===== src/hw/rtl/afb_ram.sv =====
// Generic single-write, single-read RAM with registered read data.
module afb_ram #(
	parameter int WIDTH = 16,
	parameter int DEPTH = 128,
	localparam int AW = $clog2(DEPTH)
) (
	input  logic             clk,
	input  logic             we,
	input  logic [AW-1:0]    waddr,
	input  logic [WIDTH-1:0] wdata,
	input  logic [AW-1:0]    raddr,
	output logic [WIDTH-1:0] rdata
);

	logic [WIDTH-1:0] mem [DEPTH];

	always_ff @(posedge clk) begin
		if (we) begin
			mem[waddr] <= wdata;
		end
		rdata <= mem[raddr];
	end

endmodule


===== config.mk =====
export PLATFORM = sky130hd
export DESIGN_NAME = afb_ram
export DESIGN_NICKNAME = d
export VERILOG_FILES = /design/src/hw/rtl/afb_ram.sv
export SDC_FILE = /design/constraint.sdc
export NUM_CORES = 2
export LEC_CHECK = 0
export BUFFER_PORTS_ARGS = -buffer_cell sky130_fd_sc_hd__buf_2
export CORE_UTILIZATION = 32
export CTS_CLUSTER_DIAMETER = 120
export DETAILED_ROUTE_END_ITERATION = 12
export PLACE_DENSITY = 0.51
export REMOVE_ABC_BUFFERS = 1
export SYNTH_ARGS = -nofsm -noshare
export SYNTH_HDL_FRONTEND = slang
export SYNTH_SLANG_ARGS = --single-unit

===== constraint.sdc =====
create_clock -name clk -period 4 [get_ports clk]
set_clock_uncertainty 0.05 [all_clocks]
set_input_delay 0.4 -clock clk [delete_from_list [all_inputs] [get_ports clk]]
set_output_delay 0.4 -clock clk [all_outputs]
set_load 0.02 [all_outputs]

======== After elaboration in Yosys (flattened, before gate mapping) ========
Memory sizes are Yosys's and may differ from the RTL's. A register that Yosys moved wholly into a read port is not among the register bits.
Index checks and enable logic that the tools add are counted.
W data, S select, Z words.
cells by class
  mux-type cells .......................... 2
operators by type and width
  operator  number
  $mux W1   2
word-level totals
  bits in registers ....................... 0
  bits in writable memories ............... 2048
  bits of input ports ..................... 32
  output and inout port bits .............. 16
  memories kept ........................... 1
memories
  name  words  bits a word  rd ports  clocked after Yosys merged registers in  wr ports  line  text
  mem   128    16           1         1                                        1         15    logic [WIDTH-1:0] mem [DEPTH];

======== Longest topological paths before layout ========
  depth after elaboration ................. 2
  depth in mapped cells ................... 7
  depth with buffers taken out ............ 4

======== Worst setup path before layout ========
No wires, ideal clock.
  path kind ............................... input to register
  start ................................... input port raddr[0]
  end ..................................... register rdata[0] (read register of mem)
  setup time .............................. 0.121 ns
  data arrival time ....................... 2.774 ns
  setup slack ............................. 1.055 ns
  stages on the path ...................... 6
  buffers on the path ..................... 2
  cells stage by stage .................... buf_2 > buf_1 > mux4_2 > mux4_2 > mux4_2 > mux2_2
RTL lines
  item                line  text
  start: declaration  11    input logic [AW-1:0] raddr,
  end: declaration    12    output logic [WIDTH-1:0] rdata

==> impl_metrics.env <==
export IMPL_ff2ff_path_depth=4
export IMPL_end_kind="register"
export IMPL_fin_crit_sh=0.660
export IMPL_synth_area_top_cells="edfxtp_1 78%, mux4_2 19%, nor2_1 0.58%"
export IMPL_detail_route_wl_per_cell_um=30.1
export IMPL_synth_simple_area_share=0.00888
export IMPL_syn_to_final_growth_pct=16.5
export IMPL_synth_common_cells="2048 x edfxtp_1, 672 x mux4_2, 122 x nor2_1"
export IMPL_initial_core_util=0.322
export IMPL_rsz0062_at_grt="false"
export IMPL_yosysSeqAreaShare=0.787
export IMPL_grt_pass1_wl_mm=288
export IMPL_cts_tree="done"
export IMPL_maxSlewViolCount=0
export IMPL_arrival_ps=3320
export IMPL_cts_buffers=208
export IMPL_synthAdderAreaFrac=0
export IMPL_design_area_um2=91500
export IMPL_core_area_um2=244000
export IMPL_clk_pin_slew_ps=60
export IMPL_htree_levels=4
export IMPL_die_height_um=497
export IMPL_routed_wl_mm=206
export IMPL_tightest_slew_ps=1210
export IMPL_dr_pass1_iters=7
export IMPL_p_clk_frac=0.416
export IMPL_crit_family="multiplexers"
export IMPL_io_buffers=47
export IMPL_synth_edff_count=2048
export IMPL_synth_compound_area_share=0
export IMPL_track_usage=0.166
export IMPL_hpwlAfterDp_mm=119
export IMPL_synth_area_um2=78500
export IMPL_synth_top_cell_area_share=0.783
export IMPL_synth_top_area_cell="edfxtp_1"
export IMPL_power_leakage_nw=27.9
export IMPL_max_slew_margin=0.193
export IMPL_timing_fmax_mhz=379
export IMPL_fin_crit_ps=2640
export IMPL_drv_cap=0
export IMPL_vias=34900
export IMPL_clk_path_buf_depth=3
export IMPL_p_int_w=0.0354
export IMPL_grt_max_degree=129
export IMPL_netSwitchingPower_w=0.00961
export IMPL_synth_cells=3086
export IMPL_synth_top_family_by_area="multiplexers"
export IMPL_avgSynthCellArea_um2=25.4
export IMPL_cts_sinks=2064
export IMPL_path_class="reg -> reg"
export IMPL_row_count=181
export IMPL_hold_path_class="in -> reg"
export IMPL_ir_drop_mv=0.457
export IMPL_synthArstFlopShare=0
export IMPL_yosysMostFrequentCell="edfxtp_1"
export IMPL_hold_path_depth=2
export IMPL_r2r_setup_slack_ps=1360
export IMPL_grt_pass1_vias=35900
export IMPL_fp_dieArea_um2=247000
export IMPL_antenna_found_initial=39
export IMPL_synth_distinct_cells=17
export IMPL_combPwrFrac=0.052
export IMPL_power_density_nw_per_um2=492
export IMPL_cpMaxStageDelayCell="mux4_2"
export IMPL_critPathBufInv=0
export IMPL_required_ps=4680
export IMPL_yosys_warnings=0
export IMPL_place_congestion=0.765
export IMPL_grt_overflow_total=0
export IMPL_hp_start="wdata[2]"
export IMPL_seq_power_share=0.532
export IMPL_crit_chain="mux4_2, mux4_2, mux4_2, mux2_2"
export IMPL_finalSetupViolCount=0
export IMPL_worstReg2RegStart="mem[8][4]"
export IMPL_crit_path_frequent_cell="mux4_2"
export IMPL_place_area_um2=84900
export IMPL_finalHoldViolCount=0
export IMPL_worstPathMaxFanout=2
export IMPL_drt_iter0_drc=3887
export IMPL_yosys_mux_area_fraction=0.195
export IMPL_clock_latency_ps=850
export IMPL_cp_start_kind="register"
export IMPL_swShare=0.213
export IMPL_antenna_left=0
export IMPL_num_io_pins=48
export IMPL_drcViolationCount=0
export IMPL_ctsResizeCount=0
export IMPL_hold_path_end="mem[104][2]"
export IMPL_ys_dominant_reg_cell="edfxtp_1"
export IMPL_slowest_delay_ps=680
export IMPL_finalNetCount=3465
export IMPL_synth_xor_area_frac=0
export IMPL_fin_tns_setup_ps=0
export IMPL_root_buffer="clkbuf_16"
export IMPL_reg2reg_to="rdata[4]"
export IMPL_ys_seq_elements=2064
export IMPL_viasPerCell=5.12
export IMPL_p_total_w=0.0450
export IMPL_outcome="finished clean"
export IMPL_layout_drive_gt1_share=0.383
export IMPL_die_w_um=497
layout make-up:
cell class	instances	area, um2
Tap cell	3202	4010
Multi-Input combinational cell	858	16300
Clock inverter	95	860
Clock buffer	288	5690
Fill cell	21700	152000
Timing Repair Buffer	301	2730
Sequential cell	2064	61800
Antenna cell	14	35.0
flip-flops by register name, indices dropped and copies added (netlist names):
name,flops
rdata,16
mem,2048
power by group through the flow:
stage	Sequential (W)	Clock (W)	Combinational, W
2_1_floorplan	0.0244	0	0.000893
3_3_place_gp	0.0244	0	0.00237
3_5_place_dp	0.0244	0	0.00239
4_1_cts	0.0240	0.0192	0.00240
5_1_grt	0.0240	0.0199	0.00248
6_report	0.0240	0.0187	0.00234
how the worst max path moves through the flow:
stage	from	endpoint	slack (ps)	depth (start not counted)
floorplan	waddr[3]	mem[102][0]	1470	3
detailed placement	raddr[0]	rdata[4]	470	7
global route	raddr[0]	rdata[4]	1310	7
global placement	raddr[0]	rdata[12]	450	7
CTS	mem[8][4]	rdata[4]	1370	4
finish	mem[8][4]	rdata[4]	1360	4
per-layer routing:
layer / track usage / up-vias / share of wire
li1: - / 14200 / -
met1: 0.223 / 19500 / 0.42
met2: 0.271 / 1009 / 0.49
met3: 0.0343 / 243 / 0.063
met4: 0.0471 / 4 / 0.021
met5: 0 / - / 0.00013
stage by stage:
stage / utilization / hold slack [ps] / instances / worst slack, ps
floorplan: - / 449 / 2922 / 1470
global placement: 0.348 / 696 / 6423 / 453
detailed placement: 0.348 / 711 / 6423 / 468
CTS: 0.375 / 61.8 / 6808 / 1370
global route: 0.375 / 76.5 / 6814 / 1310
finish: 0.375 / 85.1 / 6822 / 1360
cell usage in the layout, fill, tap and decap left out, drive strengths merged:
| master | n |
|---|---|
| nand2b | 2 |
| dlygate4sd3 | 2 |
| nand4 | 3 |
| nor2 | 122 |
| clkinv | 77 |
| mux4 | 672 |
| mux2 | 16 |
| edfxtp | 2048 |
| nand2 | 14 |
| clkinvlp | 2 |
| inv | 6 |
| or3 | 1 |
| bufinv | 10 |
| nor3 | 9 |
| buf | 298 |
| diode | 14 |
| dfxtp | 16 |
| nor2b | 7 |
| nand3 | 12 |
| clkbuf | 289 |
timing repair:
action | 4_1_cts | 5_1_grt
hold buffers | 2 | 0
setup buffers | 0 | 0
endpoints found under the setup margin | 0 | 0
hold endpoints to repair | 17 | 0
kinds of logic after synthesis:
| group | after synthesis |
|---|---|
| buf+inv | 164 |
| flops | 2064 |
| mux | 688 |
| simple gates | 170 |
Note: power is estimated with default switching activity, not from simulation.
