File: config.mk
export PLATFORM = sky130hd
export DESIGN_NAME = afb_front
export DESIGN_NICKNAME = d
export VERILOG_FILES = /design/src/hw/rtl/afb_pkg.sv /design/src/hw/rtl/afb_front.sv
export SDC_FILE = /design/constraint.sdc
export NUM_CORES = 1
export LEC_CHECK = 0
export BUFFER_PORTS_ARGS = -buffer_cell sky130_fd_sc_hd__buf_4
export CELL_PAD_IN_SITES_DETAIL_PLACEMENT = 1
export CELL_PAD_IN_SITES_GLOBAL_PLACEMENT = 1
export CORE_ASPECT_RATIO = 0.6
export CORE_MARGIN = 1
export CORE_UTILIZATION = 30
export CTS_CLUSTER_SIZE = 8
export DETAILED_ROUTE_END_ITERATION = 8
export GPL_TIMING_DRIVEN = 0
export PLACE_DENSITY_LB_ADDON = 0.2
export SLEW_MARGIN = 20
export SYNTH_ARGS = -nofsm -noshare
export SYNTH_HDL_FRONTEND = slang
export SYNTH_SLANG_ARGS = --single-unit
File: constraint.sdc
create_clock -name clk -period 3.6 [get_ports clk]
set_input_delay 0.18 -clock clk [delete_from_list [all_inputs] [get_ports clk]]
set_output_delay 0.18 -clock clk [all_outputs]
set_load 0.005 [all_outputs]
File: src/hw/rtl/afb_pkg.sv
// Shared types, constants and helpers for the activation forward/backward block.
package afb_pkg;

	localparam int DATA_W = 16;
	localparam int IDX_W  = 6;
	localparam int CNT_W  = 11;
	localparam int WIDE_W = 48;

	typedef enum logic [1:0] {
		MODE_LINEAR,
		MODE_RELU,
		MODE_TANH,
		MODE_SOFTMAX
	} mode_t;

	localparam logic OP_FWD = 1'b0;
	localparam logic OP_BWD = 1'b1;

	localparam logic CFG_MODE    = 1'b0;
	localparam logic CFG_ROW_LEN = 1'b1;

	typedef struct packed {
		logic               op;
		logic signed [15:0] in_value;
		logic signed [15:0] in_grad;
	} item_t;

	typedef struct packed {
		logic signed [15:0] result;
		logic [IDX_W-1:0]   index;
		logic               last;
	} res_t;

	typedef struct packed {
		logic               bank;
		logic [CNT_W-1:0]   cnt;
		logic               op;
		logic signed [15:0] max;
		mode_t              mode;
	} desc_t;

	typedef enum logic [3:0] {
		S_IDLE,
		S_READ,
		S_LOAD,
		S_EXP_A,
		S_EXP_B,
		S_ACC,
		S_DIV_SET,
		S_DIV,
		S_QUOT,
		S_MUL_A,
		S_MUL_B,
		S_EMIT
	} back_state_t;

	// 2^(-k/16) in Q1.16
	function automatic logic [16:0] pow2_tab(input logic [4:0] k);
		logic [16:0] v;
		case (k)
			5'd0:  v = 17'd65536;
			5'd1:  v = 17'd62757;
			5'd2:  v = 17'd60097;
			5'd3:  v = 17'd57549;
			5'd4:  v = 17'd55109;
			5'd5:  v = 17'd52773;
			5'd6:  v = 17'd50535;
			5'd7:  v = 17'd48393;
			5'd8:  v = 17'd46341;
			5'd9:  v = 17'd44376;
			5'd10: v = 17'd42495;
			5'd11: v = 17'd40693;
			5'd12: v = 17'd38968;
			5'd13: v = 17'd37316;
			5'd14: v = 17'd35734;
			5'd15: v = 17'd34219;
			5'd16: v = 17'd32768;
			default: v = 17'd32768;
		endcase
		return v;
	endfunction

	function automatic logic signed [DATA_W-1:0] sat_data(input logic signed [WIDE_W-1:0] x);
		logic signed [DATA_W-1:0] r;
		if (x > WIDE_W'(32767))
			r = 16'sh7fff;
		else if (x < -WIDE_W'(32768))
			r = 16'sh8000;
		else
			r = x[DATA_W-1:0];
		return r;
	endfunction

endpackage

File: src/hw/rtl/afb_front.sv
// Row loader: stores elements into a bank, tracks the maximum, queues finished rows.
module afb_front
	import afb_pkg::*;
#(
	parameter int MAX_ROW = 64,
	localparam int CW = $clog2(MAX_ROW + 1),
	localparam int IW = $clog2(MAX_ROW),
	localparam int AW = IW + 1,
	localparam int LW = (CW > 7) ? CW : 7
) (
	input  logic                     clk,
	input  logic                     arst_n,
	input  logic                     push,
	output logic                     full,
	input  item_t                    item,
	input  mode_t                    mode,
	input  logic [6:0]               row_len,
	output logic                     ram_we,
	output logic [AW-1:0]            ram_waddr,
	output logic signed [DATA_W-1:0] ram_wv,
	output logic signed [DATA_W-1:0] ram_wg,
	output desc_t                    desc,
	output logic                     desc_valid,
	input  logic                     desc_pop
);

	logic [CW-1:0]            fill_q;
	logic                     bank_q;
	logic                     op_q;
	logic signed [DATA_W-1:0] max_q;
	desc_t                    dq_q [2];
	logic                     wr_ptr_q;
	logic                     rd_ptr_q;
	logic [1:0]               cnt_q;

	logic [LW-1:0]            rl_ext;
	logic [CW-1:0]            len;
	logic                     accept;
	logic                     done;
	logic                     row_op;
	logic signed [DATA_W-1:0] new_max;

	assign rl_ext = LW'(row_len);

	always_comb begin
		if (rl_ext == '0)
			len = CW'(1);
		else if (rl_ext > LW'(MAX_ROW))
			len = CW'(MAX_ROW);
		else
			len = CW'(rl_ext);
	end

	assign full       = (cnt_q == 2'd2);
	assign accept     = push && !full;
	assign done       = ((fill_q + CW'(1)) >= len);
	assign row_op     = (fill_q == '0) ? item.op : op_q;
	assign new_max    = (fill_q == '0 || item.in_value > max_q) ? item.in_value : max_q;
	assign ram_we     = accept;
	assign ram_waddr  = {bank_q, fill_q[IW-1:0]};
	assign ram_wv     = item.in_value;
	assign ram_wg     = item.in_grad;
	assign desc       = dq_q[rd_ptr_q];
	assign desc_valid = (cnt_q != 2'd0);

	always_ff @(posedge clk or negedge arst_n) begin
		if (!arst_n) begin
			fill_q   <= '0;
			bank_q   <= 1'b0;
			op_q     <= OP_FWD;
			max_q    <= '0;
			wr_ptr_q <= 1'b0;
			rd_ptr_q <= 1'b0;
			cnt_q    <= 2'd0;
		end else begin
			if (accept) begin
				op_q  <= row_op;
				max_q <= new_max;
				if (done) begin
					fill_q   <= '0;
					bank_q   <= !bank_q;
					wr_ptr_q <= !wr_ptr_q;
				end else begin
					fill_q <= fill_q + CW'(1);
				end
			end
			if (desc_pop) begin
				rd_ptr_q <= !rd_ptr_q;
			end
			cnt_q <= cnt_q + {1'b0, accept && done} - {1'b0, desc_pop};
		end
	end

	always_ff @(posedge clk) begin
		if (accept && done) begin
			dq_q[wr_ptr_q] <= '{bank: bank_q, cnt: CNT_W'(fill_q) + CNT_W'(1), op: row_op,
				max: new_max, mode: mode};
		end
	end

`ifndef SYNTHESIS
	a_cnt_range: assert property (@(posedge clk) disable iff (!arst_n)
		cnt_q != 2'd3) else $error("row queue overflow");
	a_fill_range: assert property (@(posedge clk) disable iff (!arst_n)
		fill_q < CW'(MAX_ROW)) else $error("fill count out of range");
`endif

endmodule

Word-level counts from Yosys, hierarchy flattened. Memory sizes are Yosys's and may differ from the RTL's. Index checks and enable logic that the tools add are counted.

Flip-flop bits (word level): 29. Output and inout bits: 73. Memories: 1. Bits in writable memories: 56. Input port bits: 46. Word-level logic and storage cells: 34.

Reduce and logical (&&, ||, !) cells: 11. Equal/unequal tests: 1. Multiplexer cells: 7. Add/subtract/negate cells: 4. Magnitude comparators: 3.

Memories: dq_q (words 2, bits a word 28, read ports 1, clocked after memory_dff 0, write ports 1, line afb_front.sv:31) `desc_t dq_q [2];`.

Operators by type and width (count): 7-bit 2-to-1 mux (3); 16-bit > comparator (1); 16-bit 2-to-1 mux (1); 7-bit zero test (2); 7-bit by 1-bit adder with 8-bit output, second input constant (1); 7-bit by 1-bit adder with 7-bit output, second input constant (1); 7-bit >= comparator (1); 7-bit > comparator, second input constant (1); 1-bit zero test (4); 1-bit 2-to-1 mux (3); 2-bit by 1-bit adder with 2-bit output (1); 2-bit equality test, second input constant (1); 1-bit logical AND (2); 2-bit AND reduction (1); 2-bit nonzero test (1); 2-bit by 1-bit subtractor with 2-bit output (1); 1-bit logical OR (1).

Longest topological paths before layout.
Word-level depth: 7. Depth in mapped cells: 14. Mapped depth without buffers: 14.

Worst setup path after synthesis. No wires, ideal clock.

Path type: reg2reg. From: reg fill_q[0]. To: mem dq_q[0][0] (netlist name), enable pin. Period minus slack after synthesis: 3.664 ns. Setup time: 0.413 ns. Cell stages (with the launch flop): 10. Data arrival time: 3.251 ns. Slack: -0.064 ns. Path buffers: 0. Data required time: 3.187 ns. Path through: dfrtp_1 -> ha_1 -> and3_1 -> nand3_1 -> xnor2_1 -> ha_1 -> nand4_1 -> o211ai_1 -> nand2_1 -> nor2_1.

Longest elaborated chain between the ends: 5.

RTL lines: from (decl) (line afb_front.sv:27) `logic [CW-1:0] fill_q;`; from (signal assigned) (line afb_front.sv:84) `fill_q <= fill_q + CW'(1);`; 7-bit by 1-bit adder with 7-bit output (line afb_front.sv:56) `assign done = ((fill_q + CW'(1)) >= len);`; 7-bit >= comparator (line afb_front.sv:56); 1-bit logical AND (line afb_front.sv:95) `if (accept && done) begin`; 1-bit 2-to-1 mux (line afb_front.sv:95); 1-bit 2-to-1 mux (implied by the code) (line afb_front.sv:96) `dq_q[wr_ptr_q] <= '{bank: bank_q, cnt: CNT_W'(fill_q) + CNT_W'(1), op: row_op,`; to (decl) (line afb_front.sv:31).

No other way between the ends.

Final worst setup path.
From: reg fill_q[3]. To: mem dq_q[0][27] (netlist name), enable pin.

The elaborated chain is that of the path after synthesis.

==> results by group <==
Synthesis
  • Library cells used by synthesis: 40
  • Number of instances in the synthesized netlist: 335
  • Post-synthesis sequential area ratio: 53.5%
  • Post-synthesis adder-cell area fraction: 7.51%
  • Post-synth EDFFs: 56
  • Cell accounting for the most synthesized area: sky130_fd_sc_hd__edfxtp_1
  • Avg Synthesized Cell Area: 13.4 um2
  • Post-synthesis instance area: 0.00450 mm2
  • Yosys synthesis warning count: 0
  • Simple-gate area share of the yosys netlist: 5.31%
  • Share of async-settable or async-resettable flops after synthesis: 34.1%
  • Share of cell area taken by muxes after synthesis: 17.2%
  • Biggest area contributors in the synthesized netlist: sky130_fd_sc_hd__edfxtp_1, sky130_fd_sc_hd__dfrtp_1, sky130_fd_sc_hd__mux2_2
  • Area fraction of the dominant cell type after synthesis: 37.4%
  • Combinational family with the most area after synthesis: multiplexers
  • Number of register bits inferred by synthesis: 85
  • Parity-gate share of the synthesized area counting xor and xnor cells: 1.95%
  • Fraction of the mapped netlist area in compound gates: 4.70%
  • Post-synth top flop: sky130_fd_sc_hd__edfxtp_1

Placed design
  • # placed instances: 636
  • Weighted congestion reported at the end of routability-driven placement: 0.793
  • Area post-placement: 0.00555 mm2
  • # port buffers: 99
  • DP Wirelength: 7640 um

Critical path
  • Crit path DAT: 3.38 ns
  • Crit path to: dq_q[0][27]
  • Nature of the critical path startpoint: flop
  • Worst setup EP type: flop
  • Worst Path Max Fanout: 19
  • Endpoint of the worst-slack reg-to-reg timing path: dq_q[0][27]
  • Number of cells on the worst reg-to-reg path: 10
  • Kind of critical path: reg2reg
  • Reg-to-Reg Start: fill_q[3]
  • Origin of the worst setup path: fill_q[3]
  • Required time of the critical path: 3.64 ns
  • Reg2reg setup slack: 0.26 ns

STA
  • Fin crit period: 3.34 ns
  • Worst Max-Slew Pin Slew: 0.709 ns
  • Fmax: 0.299 GHz
  • Max Transition Viols Final: 0
  • Minimum hold slack: 0.0423 ns
  • Period utilization: 92.8%
  • Endpoints failing setup: 0
  • Final hold viol count: 0
  • RSZ-0062 raised after global routing: no
  • Post-route clock skew: 0.00590 ns
  • Relative max-transition margin: 52.7%

Final layout
  • Area overhead of the layout relative to synthesis: 31.0%
  • Filler cell count: 1,603
  • Total number of nets in the final design: 524
  • Antenna Diode Count: 0
  • Fraction of final layout cells sized beyond drive strength 1: 50.2%
  • Leading cell types in the layout, fill and taps excluded: sky130_fd_sc_hd__buf_4, sky130_fd_sc_hd__edfxtp_1, sky130_fd_sc_hd__mux2_2
  • Non-Filler Instances: 654
  • Most frequent standard cell in the layout excluding fill and tap cells: sky130_fd_sc_hd__buf_4
  • Area of the multi-input gates: 0.00167 mm2
  • Flip-flop and latch area: 0.00241 mm2
  • Cell area after layout: 0.00590 mm2

Floorplan
  • DIE AREA: 0.0155 mm2
  • Die boundary width: 160 um
  • Row cnt: 34
  • Initial cell density of the core: 30.9%
  • Core Area: 0.0145 mm2
  • Vertical extent of the die: 96.9 um
  • Top-level port count: 119

Global routing
  • Wire length of the first global-routing pass: 16,000 um
  • Number of global-route vias before repair: 2,962
  • Overflow left after global routing: 0
  • Tot GR Track Use: 13.5%
  • Maximum number of pins on one net before global-route repair: 30
  • Initial antenna violation count: 0

Clocking
  • Insertion delay of the later-clocked pin in the worst-skew pair: 0.33 ns
  • Clock root buffer master: sky130_fd_sc_hd__clkbuf_16
  • Number of buffers added by the clock tree synthesis step: 9
  • Number of levels in the clock H-tree: 3
  • Clock tree sinks: 85
  • Maximum clock path buffer count: 2
  • Post_cts resized: 0
  • CTS tree: built
  • Clock Pin Slew Worst Setup and Hold Paths: 0.06 ns

Min path
  • Tightest Hold Check Type: in2reg
  • Worst Hold Path Cells: 1

Drt
  • Residual DRC: 0
  • Final routed wirelength across all metal layers: 10,100 um
  • Routed Antenna Nets: 0
  • Via count: 2,853
  • Number of optimization iterations in the first detailed-route pass: 4
  • Post-detailed-route wirelength per cell: 15.5 um
  • Routed via count divided by cell count: 4.36
  • First DRT Iteration DRCs: 127

Outcome
  • Outcome: finished, final reports clean

Power and ir drop
  • Worst VDD drop: 232 uV
  • Leakage power total: 2.62 nW
  • Power density of the placed cells: 757 mW/mm2

Run
  • Number of max-cap violations: 0
==> per-layer routing <==
layer / global-route usage [%] / part of all wire (%) / vias up
met4: 3.08 / 0.65 / 0
met1: 20.8 / 55 / 1378
met5: 0 / 0 / -
li1: - / - / 1392
met3: 3.13 / 3.7 / 4
met2: 19.0 / 41 / 79
==> synth_stat cells, types with 6 or more instances <==
cell,n
sky130_fd_sc_hd__edfxtp_1,56
sky130_fd_sc_hd__buf_4,42
sky130_fd_sc_hd__mux2_2,42
sky130_fd_sc_hd__dfrtp_1,29
sky130_fd_sc_hd__ha_1,27
sky130_fd_sc_hd__inv_1,22
sky130_fd_sc_hd__mux2_4,20
sky130_fd_sc_hd__nand2_1,17
sky130_fd_sc_hd__a21oi_1,7
sky130_fd_sc_hd__xnor2_1,7
sky130_fd_sc_hd__nor2_1,6
sky130_fd_sc_hd__o21ai_0,6
==> layout make-up <==
type / count / share of cell area (%)
Sequential cell: 85 / 40.8
Multi-Input combinational cell: 181 / 28.3
Timing Repair Buffer: 103 / 13.7
Buffer: 48 / 5.98
Tap cell: 198 / 4.20
Clock buffer: 10 / 3.88
Clock inverter: 6 / 1.61
Inverter: 23 / 1.46
==> critical path: stages (launching register included) <==
cell and delay, ns:
sky130_fd_sc_hd__dfrtp_1 0.36, sky130_fd_sc_hd__clkbuf_1 0.34, sky130_fd_sc_hd__and3_1 0.25, sky130_fd_sc_hd__nand3_1 0.10, sky130_fd_sc_hd__xnor2_1 0.41, sky130_fd_sc_hd__ha_1 0.26
sky130_fd_sc_hd__nand4_1 0.10, sky130_fd_sc_hd__o211ai_1 0.31, sky130_fd_sc_hd__nand2_1 0.24, sky130_fd_sc_hd__nor2_4 0.44, sky130_fd_sc_hd__buf_16 0.22
==> state kept, by name (all words and copies together), names as in the netlist <==
signal    flops
max_q        16
dq_q         56
op_q          1
bank_q        1
cnt_q         2
wr_ptr_q      1
fill_q        7
rd_ptr_q      1
==> how the worst min path moves through the flow <==
stage               startpoint         end
finish                 mode[0]  dq_q[0][0]
CTS                    mode[0]  dq_q[1][0]
detailed placement      arst_n   max_q[13]
global route           mode[0]  dq_q[0][0]
floorplan               arst_n      bank_q
global placement        arst_n   max_q[13]
==> cell families after synthesis <==
family          count (synthesis)
compound gates                 31
simple gates                   48
other cells                     1
fa+ha+maj                      27
xor+xnor                       10
flops                          85
mux                            62
buf+inv                        71
==> per-stage QoR <==
stage	setup TNS [ns]	power, mW	utilization [%]	setup slack [ns]
floorplan	0	2.78	-	0.391
global placement	-39.10	3.42	37.8	-0.861
detailed placement	-2.55	3.50	38.2	-0.133
CTS	0	4.53	40.5	0.219
global route	0	4.76	40.5	0.00270
finish	0	4.46	40.5	0.259
==> report_power, final <==
group	switching, mW	total, mW	internal (mW)
Sequential	0.155	1.53	1.38
Combinational	0.874	1.93	1.05
Clock	0.388	1.00	0.616
Total	1.42	4.46	3.05
==> timing repair <==
| item | in CTS | in global routing |
|---|---|---|
| hold endpoints to repair | 29 | 0 |
| buffers inserted | 1 | 0 |
| setup endpoints to repair | 20 | 0 |
| hold buffers | 1 | 0 |
No activity file was read; power rests on OpenSTA's default activity.
