## config.mk

```make
export PLATFORM = sky130hd
export DESIGN_NAME = afb_back
export DESIGN_NICKNAME = d
export VERILOG_FILES = /design/src/hw/rtl/afb_pkg.sv /design/src/hw/rtl/afb_back.sv
export SDC_FILE = /design/constraint.sdc
export NUM_CORES = 2
export LEC_CHECK = 0
export BUFFER_PORTS_ARGS = -buffer_cell sky130_fd_sc_hd__buf_2
export CAP_MARGIN = 5
export CORE_AREA = 4 4 380 382
export DETAILED_ROUTE_END_ITERATION = 12
export DIE_AREA = 0 0 384 386
export PLACE_DENSITY = 0.6
export SLEW_MARGIN = 20
export SYNTH_ARGS = -nofsm -noshare
export SYNTH_HDL_FRONTEND = slang
export SYNTH_SLANG_ARGS = --single-unit
```

## constraint.sdc

```tcl
create_clock -name clk -period 8.2 [get_ports clk]
set_clock_uncertainty 0.05 [all_clocks]
set_input_delay 1.64 -clock clk [delete_from_list [all_inputs] [get_ports clk]]
set_output_delay 1.64 -clock clk [all_outputs]
set_load 0.01 [all_outputs]
```

## src/hw/rtl/afb_pkg.sv

```systemverilog
// Shared types, constants and helpers for the activation forward/backward block.
package afb_pkg;

	localparam int DATA_W = 16;
	localparam int IDX_W  = 6;
	localparam int CNT_W  = 11;
	localparam int WIDE_W = 48;

	typedef enum logic [1:0] {
		MODE_LINEAR,
		MODE_RELU,
		MODE_TANH,
		MODE_SOFTMAX
	} mode_t;

	localparam logic OP_FWD = 1'b0;
	localparam logic OP_BWD = 1'b1;

	localparam logic CFG_MODE    = 1'b0;
	localparam logic CFG_ROW_LEN = 1'b1;

	typedef struct packed {
		logic               op;
		logic signed [15:0] in_value;
		logic signed [15:0] in_grad;
	} item_t;

	typedef struct packed {
		logic signed [15:0] result;
		logic [IDX_W-1:0]   index;
		logic               last;
	} res_t;

	typedef struct packed {
		logic               bank;
		logic [CNT_W-1:0]   cnt;
		logic               op;
		logic signed [15:0] max;
		mode_t              mode;
	} desc_t;

	typedef enum logic [3:0] {
		S_IDLE,
		S_READ,
		S_LOAD,
		S_EXP_A,
		S_EXP_B,
		S_ACC,
		S_DIV_SET,
		S_DIV,
		S_QUOT,
		S_MUL_A,
		S_MUL_B,
		S_EMIT
	} back_state_t;

	// 2^(-k/16) in Q1.16
	function automatic logic [16:0] pow2_tab(input logic [4:0] k);
		logic [16:0] v;
		case (k)
			5'd0:  v = 17'd65536;
			5'd1:  v = 17'd62757;
			5'd2:  v = 17'd60097;
			5'd3:  v = 17'd57549;
			5'd4:  v = 17'd55109;
			5'd5:  v = 17'd52773;
			5'd6:  v = 17'd50535;
			5'd7:  v = 17'd48393;
			5'd8:  v = 17'd46341;
			5'd9:  v = 17'd44376;
			5'd10: v = 17'd42495;
			5'd11: v = 17'd40693;
			5'd12: v = 17'd38968;
			5'd13: v = 17'd37316;
			5'd14: v = 17'd35734;
			5'd15: v = 17'd34219;
			5'd16: v = 17'd32768;
			default: v = 17'd32768;
		endcase
		return v;
	endfunction

	function automatic logic signed [DATA_W-1:0] sat_data(input logic signed [WIDE_W-1:0] x);
		logic signed [DATA_W-1:0] r;
		if (x > WIDE_W'(32767))
			r = 16'sh7fff;
		else if (x < -WIDE_W'(32768))
			r = 16'sh8000;
		else
			r = x[DATA_W-1:0];
		return r;
	endfunction

endpackage

```

## src/hw/rtl/afb_back.sv

```systemverilog
// Row engine: softmax reduction pass, per-element activation/gradient, divider, result register.
module afb_back
	import afb_pkg::*;
#(
	parameter int MAX_ROW = 64,
	localparam int CW = $clog2(MAX_ROW + 1),
	localparam int IW = $clog2(MAX_ROW),
	localparam int AW = IW + 1,
	localparam int ACC_W = 34 + $clog2(MAX_ROW)
) (
	input  logic                     clk,
	input  logic                     arst_n,
	input  desc_t                    desc,
	input  logic                     desc_valid,
	output logic                     desc_pop,
	output logic [AW-1:0]            ram_raddr,
	input  logic signed [DATA_W-1:0] ram_rv,
	input  logic signed [DATA_W-1:0] ram_rg,
	output res_t                     res,
	output logic                     empty,
	input  logic                     pop
);

	back_state_t              state_q, state_d;
	desc_t                    d_q;
	logic                     pass_q;
	logic [CW-1:0]            idx_q;
	logic                     mstep_q;
	logic signed [DATA_W-1:0] g_q, res_q;
	logic [16:0]              arg_q, t_q, e_q;
	logic                     neg_q;
	logic signed [16:0]       mul_a_q;
	logic signed [24:0]       mul_b_q;
	logic signed [41:0]       p_q;
	logic [ACC_W-1:0]         rem_q, den_q;
	logic [8:0]               quo_q;
	logic [3:0]               bit_q;
	logic signed [ACC_W-1:0]  acc_q;
	logic                     out_valid_q;
	res_t                     out_q;

	logic                     last_el;
	logic                     emit_go;
	logic signed [DATA_W-1:0] dsm;
	logic signed [DATA_W-1:0] gmd;
	logic [25:0]              tprod;
	logic [16:0]              tk, tk1, corr, m;
	logic [20:0]              cprod;
	logic [16:0]              e_next;
	logic signed [24:0]       w_val;
	logic signed [DATA_W-1:0] p_rnd;
	logic signed [ACC_W-1:0]  addend;
	logic [ACC_W-1:0]         den_sh;
	logic [16:0]              absv2;
	logic signed [16:0]       sdiff;

	assign last_el = (idx_q == CW'(d_q.cnt - CNT_W'(1)));
	assign emit_go = !out_valid_q || pop;
	assign empty   = !out_valid_q;
	assign res     = out_q;

	assign dsm   = sat_data((WIDE_W'(acc_q) + 48'sd128) >>> 8);
	assign gmd   = sat_data(WIDE_W'(ram_rg) - WIDE_W'(dsm));
	assign absv2 = ram_rv[DATA_W-1] ? 17'(-18'(ram_rv)) << 1 : 17'(ram_rv) << 1;
	assign sdiff = 17'(d_q.max) - 17'(ram_rv);

	assign tprod  = 26'(arg_q) * 26'd369;
	assign tk     = pow2_tab({1'b0, t_q[7:4]});
	assign tk1    = pow2_tab({1'b0, t_q[7:4]} + 5'd1);
	assign cprod  = 21'(tk - tk1) * 21'(t_q[3:0]);
	assign corr   = 17'((cprod + 21'd8) >> 4);
	assign m      = tk - corr;
	assign e_next = (t_q[16:8] > 9'd16) ? 17'd0 : (m >> t_q[12:8]);

	assign w_val  = 25'sd256 - 25'((WIDE_W'(p_q) + 48'sd128) >>> 8);
	assign p_rnd  = sat_data((WIDE_W'(p_q) + 48'sd128) >>> 8);
	assign addend = (d_q.op == OP_FWD) ? ACC_W'($signed({1'b0, e_q})) : ACC_W'(p_q);
	assign den_sh = den_q << bit_q;

	always_comb begin
		state_d = state_q;
		case (state_q)
			S_IDLE:    if (desc_valid) state_d = S_READ;
			S_READ:    state_d = S_LOAD;
			S_LOAD: begin
				case (d_q.mode)
					MODE_TANH, MODE_SOFTMAX:
						state_d = (d_q.op == OP_FWD) ? S_EXP_A : S_MUL_A;
					default: state_d = S_EMIT;
				endcase
			end
			S_EXP_A:   state_d = S_EXP_B;
			S_EXP_B:   state_d = (d_q.mode == MODE_SOFTMAX && !pass_q) ? S_ACC : S_DIV_SET;
			S_ACC:     state_d = S_READ;
			S_DIV_SET: state_d = S_DIV;
			S_DIV:     if (bit_q == 4'd0) state_d = S_QUOT;
			S_QUOT:    state_d = S_EMIT;
			S_MUL_A:   state_d = S_MUL_B;
			S_MUL_B: begin
				if (d_q.mode == MODE_TANH && !mstep_q)
					state_d = S_MUL_A;
				else if (d_q.mode == MODE_SOFTMAX && !pass_q)
					state_d = S_ACC;
				else
					state_d = S_EMIT;
			end
			S_EMIT:    if (emit_go) state_d = last_el ? S_IDLE : S_READ;
			default:   state_d = S_IDLE;
		endcase
	end

	always_comb begin
		ram_raddr = {d_q.bank, idx_q[IW-1:0]};
		desc_pop  = (state_q == S_EMIT) && emit_go && last_el;
	end

	always_ff @(posedge clk or negedge arst_n) begin
		if (!arst_n) begin
			state_q     <= S_IDLE;
			out_valid_q <= 1'b0;
		end else begin
			state_q <= state_d;
			if (state_q == S_EMIT && emit_go)
				out_valid_q <= 1'b1;
			else if (pop)
				out_valid_q <= 1'b0;
		end
	end

	always_ff @(posedge clk) begin
		case (state_q)
			S_IDLE: begin
				d_q    <= desc;
				pass_q <= (desc.mode != MODE_SOFTMAX);
				acc_q  <= '0;
				idx_q  <= '0;
			end
			S_LOAD: begin
				g_q     <= ram_rg;
				mstep_q <= 1'b0;
				neg_q   <= ram_rv[DATA_W-1];
				arg_q   <= (d_q.mode == MODE_TANH) ? absv2 : 17'(sdiff);
				mul_a_q <= 17'(ram_rv);
				mul_b_q <= (d_q.mode == MODE_TANH) ? 25'(ram_rv)
					: (pass_q ? 25'(gmd) : 25'(ram_rg));
				case (d_q.mode)
					MODE_RELU: begin
						if (d_q.op == OP_FWD)
							res_q <= (ram_rv > 0) ? ram_rv : '0;
						else
							res_q <= (ram_rv > 0) ? ram_rg : '0;
					end
					default: res_q <= (d_q.op == OP_FWD) ? ram_rv : ram_rg;
				endcase
			end
			S_EXP_A: t_q <= 17'((tprod + 26'd128) >> 8);
			S_EXP_B: e_q <= e_next;
			S_ACC: begin
				acc_q <= acc_q + addend;
				if (last_el) begin
					pass_q <= 1'b1;
					idx_q  <= '0;
				end else begin
					idx_q <= idx_q + CW'(1);
				end
			end
			S_DIV_SET: begin
				quo_q <= '0;
				bit_q <= 4'd8;
				if (d_q.mode == MODE_TANH) begin
					den_q <= ACC_W'(18'd65536 + 18'(e_q));
					rem_q <= (ACC_W'(18'd65536 - 18'(e_q)) << 8)
						+ (ACC_W'(18'd65536 + 18'(e_q)) >> 1);
				end else begin
					den_q <= ACC_W'(acc_q);
					rem_q <= (ACC_W'(e_q) << 8) + (ACC_W'(acc_q) >> 1);
				end
			end
			S_DIV: begin
				if (rem_q >= den_sh) begin
					rem_q        <= rem_q - den_sh;
					quo_q[bit_q] <= 1'b1;
				end
				bit_q <= bit_q - 4'd1;
			end
			S_QUOT: begin
				if (d_q.mode == MODE_TANH && neg_q)
					res_q <= -DATA_W'(quo_q);
				else
					res_q <= DATA_W'(quo_q);
			end
			S_MUL_A: p_q <= 42'(mul_a_q * mul_b_q);
			S_MUL_B: begin
				mstep_q <= 1'b1;
				mul_a_q <= 17'(g_q);
				mul_b_q <= w_val;
				res_q   <= p_rnd;
			end
			S_EMIT: begin
				if (emit_go) begin
					out_q <= '{result: res_q, index: IDX_W'(idx_q), last: last_el};
					idx_q <= idx_q + CW'(1);
				end
			end
			default: ;
		endcase
	end

`ifndef SYNTHESIS
	a_busy_has_row: assert property (@(posedge clk) disable iff (!arst_n)
		state_q != S_IDLE |-> desc_valid) else $error("engine busy without a queued row");
	a_div_nonzero: assert property (@(posedge clk) disable iff (!arst_n)
		state_q == S_DIV |-> den_q != '0) else $error("divide by zero");
	a_pop_valid: assert property (@(posedge clk) disable iff (!arst_n)
		desc_pop |-> desc_valid) else $error("row queue underflow");
`endif

endmodule

```

After elaboration in Yosys (flattened, before gate mapping) --
Memory sizes are Yosys's and may differ from the RTL's. A register that Yosys moved wholly into a read port is not among the register bits. Index checks and enable logic that the tools add are counted.
Word-level totals: memory bits (read-only) 816, bits of input ports 67, logic and storage cells 161, output and inout bits 32, memories kept 2, bits in latches 0, bits in registers 365, memory bits (writable) 0
Cells by class: $lt $le $gt $ge 11, $mul 3, $add $sub $neg 21, reduce and logical (&&, ||, !) cells 24, bitwise operators 1, mux-type cells 49, div/mod/pow operators 0, eq/ne operators 21, shift-type cells 2
Memories:
- (no name shown) | depth 32, width 17, rd ports 1, clocked after Yosys merged registers in 0, write ports 0, line afb_pkg.sv:60 | case (k)
- (no name shown) | depth 16, width 17, rd ports 1, clocked after Yosys merged registers in 1, write ports 0, line afb_pkg.sv:60
Operators with widths (number):
- two-way mux 16 bit | 12
- two-way mux 40 bit | 4
- case mux 40 bit (2 select lines) | 2
- two-way mux 25 bit | 2
- case mux 25 bit (2 select lines) | 1
- case mux 16 bit (3 select lines) | 1
- case mux 4 bit (12 select lines) | 1
- adder 42 x 9 -> 43 bit, second input constant | 1
- multiplier 17 x 25 -> 42 bit | 1
- adder 40 x 9 -> 41 bit, second input constant | 1
- adder 25 x 39 -> 40 bit | 1
- adder 40 bit | 1
- >= comparator 40 bit | 1
- << shifter 40 x 4 -> 40 bit | 1
- subtractor 40 bit | 1
- > comparator 35 x 16 -> 1 bit, second input constant | 1
- less-than comparator 35 x 16 -> 1 bit, second input constant | 1
- two-way mux 17 bit | 2
- case mux 17 bit (2 select lines) | 1
- subtractor 16 x 16 -> 17 bit | 2
- > comparator 33 x 16 -> 1 bit, second input constant | 1
- less-than comparator 33 x 16 -> 1 bit, second input constant | 1
- two-way mux 4 bit | 8
- adder 26 x 18 -> 27 bit | 1
- 49 further kinds | 83

Depth between registers and ports, before layout --
depth in word-level cells 11, gate-level depth with buffers 40

Worst setup path before layout --
Ideal clock, no wire load.
path kind register to register, start point register t_q[4], end point register e_q[2], data pin, path buffers 1, arrival time 8206 ps, cell stages (with the launch flop) 37, clock period less this slack 8511 ps, required time 7895 ps, setup slack -311 ps, cells stage by stage edfxtp_1 -> ha_1 -> ha_1 -> clkbuf_1 -> mux4_2 -> or2_2 -> ha_1 -> nand3b_1 -> a21oi_1 -> o21a_1 -> o21a_1 -> o211a_1 -> o21ai_0 -> nand2b_1 -> a211oi_1 -> nor2_1 -> and2_1 -> fa_1 -> fa_1 -> ha_1 -> ha_1 -> or2_2 -> a21oi_1 -> a31oi_1 -> a21oi_1 -> nor2b_1 -> nor2_1 -> xor2_1 -> ha_1 -> a21o_1 -> a31o_2 -> xor2_1 -> o21ai_0 -> a21oi_1 -> a2111oi_1 -> o21ai_0 -> and3_1
Between the ends: word-level cells in the longest chain between the ends 7
Ends and longest elaborated chain:
- start, declared | line afb_back.sv:30 | logic [16:0] arg_q, t_q, e_q;
- start signal, assigned | line afb_back.sv:156 | S_EXP_A: t_q <= 17'((tprod + 26'd128) >> 8);
- adder 4 x 1 -> 5 bit | line afb_back.sv:69 | assign tk1 = pow2_tab({1'b0, t_q[7:4]} + 5'd1);
- memory read (32 x 17 bit)
- subtractor 17 x 17 -> 18 bit | line afb_back.sv:70 | assign cprod = 21'(tk - tk1) * 21'(t_q[3:0]);
- multiplier 21 x 4 -> 21 bit | line afb_back.sv:70
- adder 21 x 4 -> 21 bit | line afb_back.sv:71 | assign corr = 17'((cprod + 21'd8) >> 4);
- subtractor 17 bit | line afb_back.sv:72 | assign m = tk - corr;
- >> shifter 17 x 5 -> 17 bit | line afb_back.sv:73 | assign e_next = (t_q[16:8] > 9'd16) ? 17'd0 : (m >> t_q[12:8]);
- end signal, assigned | line afb_back.sv:157 | S_EXP_B: e_q <= e_next;
- end, declared | line afb_back.sv:30
Every way passes these cells. A chain may end at the register's enable or synchronous reset.

Final worst setup path --
start point register t_q[5], end point register e_q[0], data pin
Same word-level chain as after synthesis.

==> flow_metrics.env <==
export IMPL_wirelength_um=144000
export IMPL_path_common_cell="ha_4"
export IMPL_fin_crit_ns=8.17
export IMPL_drcViolationCount=0
export IMPL_status="finished, final reports clean"
export IMPL_synth_top_area_share_pct=21.9
export IMPL_ioPinCount=99
export IMPL_slowest_delay_ns=0.51
export IMPL_setup_ws_ns=0.0282
export IMPL_yosys_top_cells_count="inv_1 (601), nand2_1 (573), fa_1 (501)"
export IMPL_arrival_ns=8.44
export IMPL_drive_gt1_share_pct=12.2
export IMPL_slowest_stage="mux4_2"
export IMPL_antenna_found_initial=31
export IMPL_hpwl_um=117000
export IMPL_ys_async_sr_fraction_pct=1.31
export IMPL_tightest_slew_ns=1.14
export IMPL_clock_sinks=381
export IMPL_syn_nets=6309
export IMPL_final_nets=6469
export IMPL_max_freq_mhz=122
export IMPL_worst_hold_path_type="flop to flop"
export IMPL_synth_edf_count=359
export IMPL_die_h_um=386
export IMPL_die_area_sq_mm=0.148
export IMPL_detail_route_wl_per_cell_um=19.4
export IMPL_avgViaCountPerCell=5.31
export IMPL_h_tree_depth=2
export IMPL_postRouteAntennaNets=0
export IMPL_rsz0062_at_grt="yes"
export IMPL_place_ws_ns=-0.556
export IMPL_required_ns=8.47
export IMPL_ys_seq_elements=381
export IMPL_synth_distinct_cells=106
export IMPL_chipWidth_um=384
export IMPL_cts_tree="built"
export IMPL_hold_viol=0
export IMPL_yosysTopAreaCell="edfxtp_1"
export IMPL_drtIter0Drc=3088
export IMPL_core_sq_mm=0.141
export IMPL_grt_pass1_wl_um=225000
export IMPL_critPathKind="flop to flop"
export IMPL_synth_cells=5319
export IMPL_root_buffer="clkbuf_16"
export IMPL_fin_crit_sh_pct=99.7
export IMPL_drt_first_pass_iters=6
export IMPL_cp_end_kind="flop"
export IMPL_synth_area_sq_mm=0.0492
export IMPL_cts_buffers=41
export IMPL_globalplace_congestion=0.951
export IMPL_cap_violations=0
export IMPL_drv_slew=0
export IMPL_clockBufferDepth=3
export IMPL_ys_top_cells_by_area="edfxtp_1 (22%), fa_1 (20%), ha_1 (11%), inv_1 (4.6%), nand2_1 (4.4%)"
export IMPL_vias=39400
export IMPL_grt_max_degree=64
export IMPL_gr_usage_all_layers_pct=19.3
export IMPL_synth_most_common_cell="inv_1"
export IMPL_ys_flop_type="edfxtp_1"
export IMPL_insertion_delay_ns=0.61
export IMPL_syn_avg_cell_area_sq_um=9.24
export IMPL_start_util_pct=34.9
export IMPL_path_clk_slew_ns=0.07
export IMPL_ys_seq_area_share_pct=22.9
export IMPL_relSlewSlack_pct=23.9
export IMPL_holdBufCountCts=0
export IMPL_yosysWarnings=0
export IMPL_syn2layout_area_growth_pct=12.7
export IMPL_grt_overflow=0
export IMPL_setup_viol=0
export IMPL_crit_fanout=4
export IMPL_io_buffer_count=94
export IMPL_grt_pass1_vias=38900
export IMPL_std_cell_rows=138
export IMPL_start_kind="flop"
## final cells by class
| class | count | area [sq um] |
|---|---|---|
| flip-flops and latches | 381 | 11200 |
| diodes | 15 | 37.5 |
| multi-input cells | 4112 | 35800 |
| clock buffers | 45 | 1060 |
| well taps | 1890 | 2360 |
| repair buffers | 339 | 2360 |
| clock inverters | 28 | 279 |
| fillers | 14000 | 85700 |
| inverters | 604 | 2270 |
## logic make-up after synthesis
kind of cell	after synthesis	share of synthesized area [%]
adder cells (fa/ha/maj)	923	31.1
multiplexers	122	3.32
flip-flops	381	22.9
buffers and inverters	826	6.42
XOR/XNOR	340	6.06
AND/OR/NAND/NOR	1698	16.9
AO/OA/AOI/OAI	1029	13.3
## stage by stage
stage	util [%]	area, sq um	instances	hold slack (ns)	setup TNS (ns)
2_1_floorplan	-	49200	5319	0.350	0
3_3_place_gp	37.5	52900	7309	0.355	-5.66
3_5_place_dp	37.5	52900	7309	0.355	-6.46
4_1_cts	38.6	54500	7383	0.370	0
5_1_grt	39.3	55400	7408	0.385	-3.28
6_report	39.3	55400	7414	0.368	0
## routing by layer
layer	share of wire, %	vias up	GRT usage (%)
met3	7.3	185	2.85
li1	-	18400	-
met2	46	1269	31.1
met5	0.039	-	0
met1	44	19500	26.9
met4	2.8	10	5.32
## worst paths after layout
kind / from / end / slack (ns) / depth (start not counted)
worst max-delay path: t_q[5] / e_q[0] / 0.03 / 36
worst min-delay path: res_q[1] / res[8] / 0.37 / 0
worst max register to register: t_q[5] / e_q[0] / 0.03 / 36
worst min register to register: res_q[1] / res[8] / 0.37 / 0
max in group asynchronous: arst_n / state_q[1] / 7.15 / 1
min in group asynchronous: arst_n / out_valid_q / 0.81 / 1
## flip-flops by register name, summed over array words and instances, names as in the netlist, 4 cells and up
name	flops
res	23
t_q	17
idx_q	7
p_q	42
mul_a_q	16
den_q	40
res_q	16
bit_q	4
g_q	16
quo_q	9
acc_q	40
tk	17
e_q	17
rem_q	40
state_q	4
mul_b_q	25
arg_q	17
d_q	26
## critical path, delay by kind of cell, from the launching register on
family          cells  cell delay [ns]
flops               1             0.44
compound gates     14             2.44
fa+ha+maj           8             2.45
mux                 1             0.51
simple gates       10             1.47
buf+inv             1             0.15
xor+xnor            2             0.40
## placed cells by master, fill, tap and decap left out, types with 29 or more instances in the layout
cell type	netlist	layout
a211oi_1	57	53
a21o_1	82	82
a21oi_1	310	285
a31oi_1	43	40
and2_1	269	261
and3_1	37	36
buf_2	6	94
buf_4	7	236
clkbuf_16	0	42
edfxtp_1	359	359
fa_1	501	499
ha_1	422	395
inv_1	601	597
mux2_2	34	33
mux2i_1	58	57
mux4_2	29	29
nand2_1	573	570
nand2b_1	75	72
nand3_1	99	95
nand4_1	31	31
nor2_1	321	312
nor2b_1	57	55
nor3_1	97	92
o211ai_1	29	29
o21a_1	66	66
o21ai_0	227	217
xnor2_1	217	207
xor2_1	123	117
## timing repair
| action | in CTS | in global routing |
|---|---|---|
| buffers inserted | 1 | 15 |
| resized for setup | 50 | 121 |
| endpoints found under the setup margin | 17 | 17 |
| pin swaps | 22 | 111 |
Power is left out: the tool's default activity adds up to more than one toggle a clock period on the data nets, which glitch-free logic cannot reach.
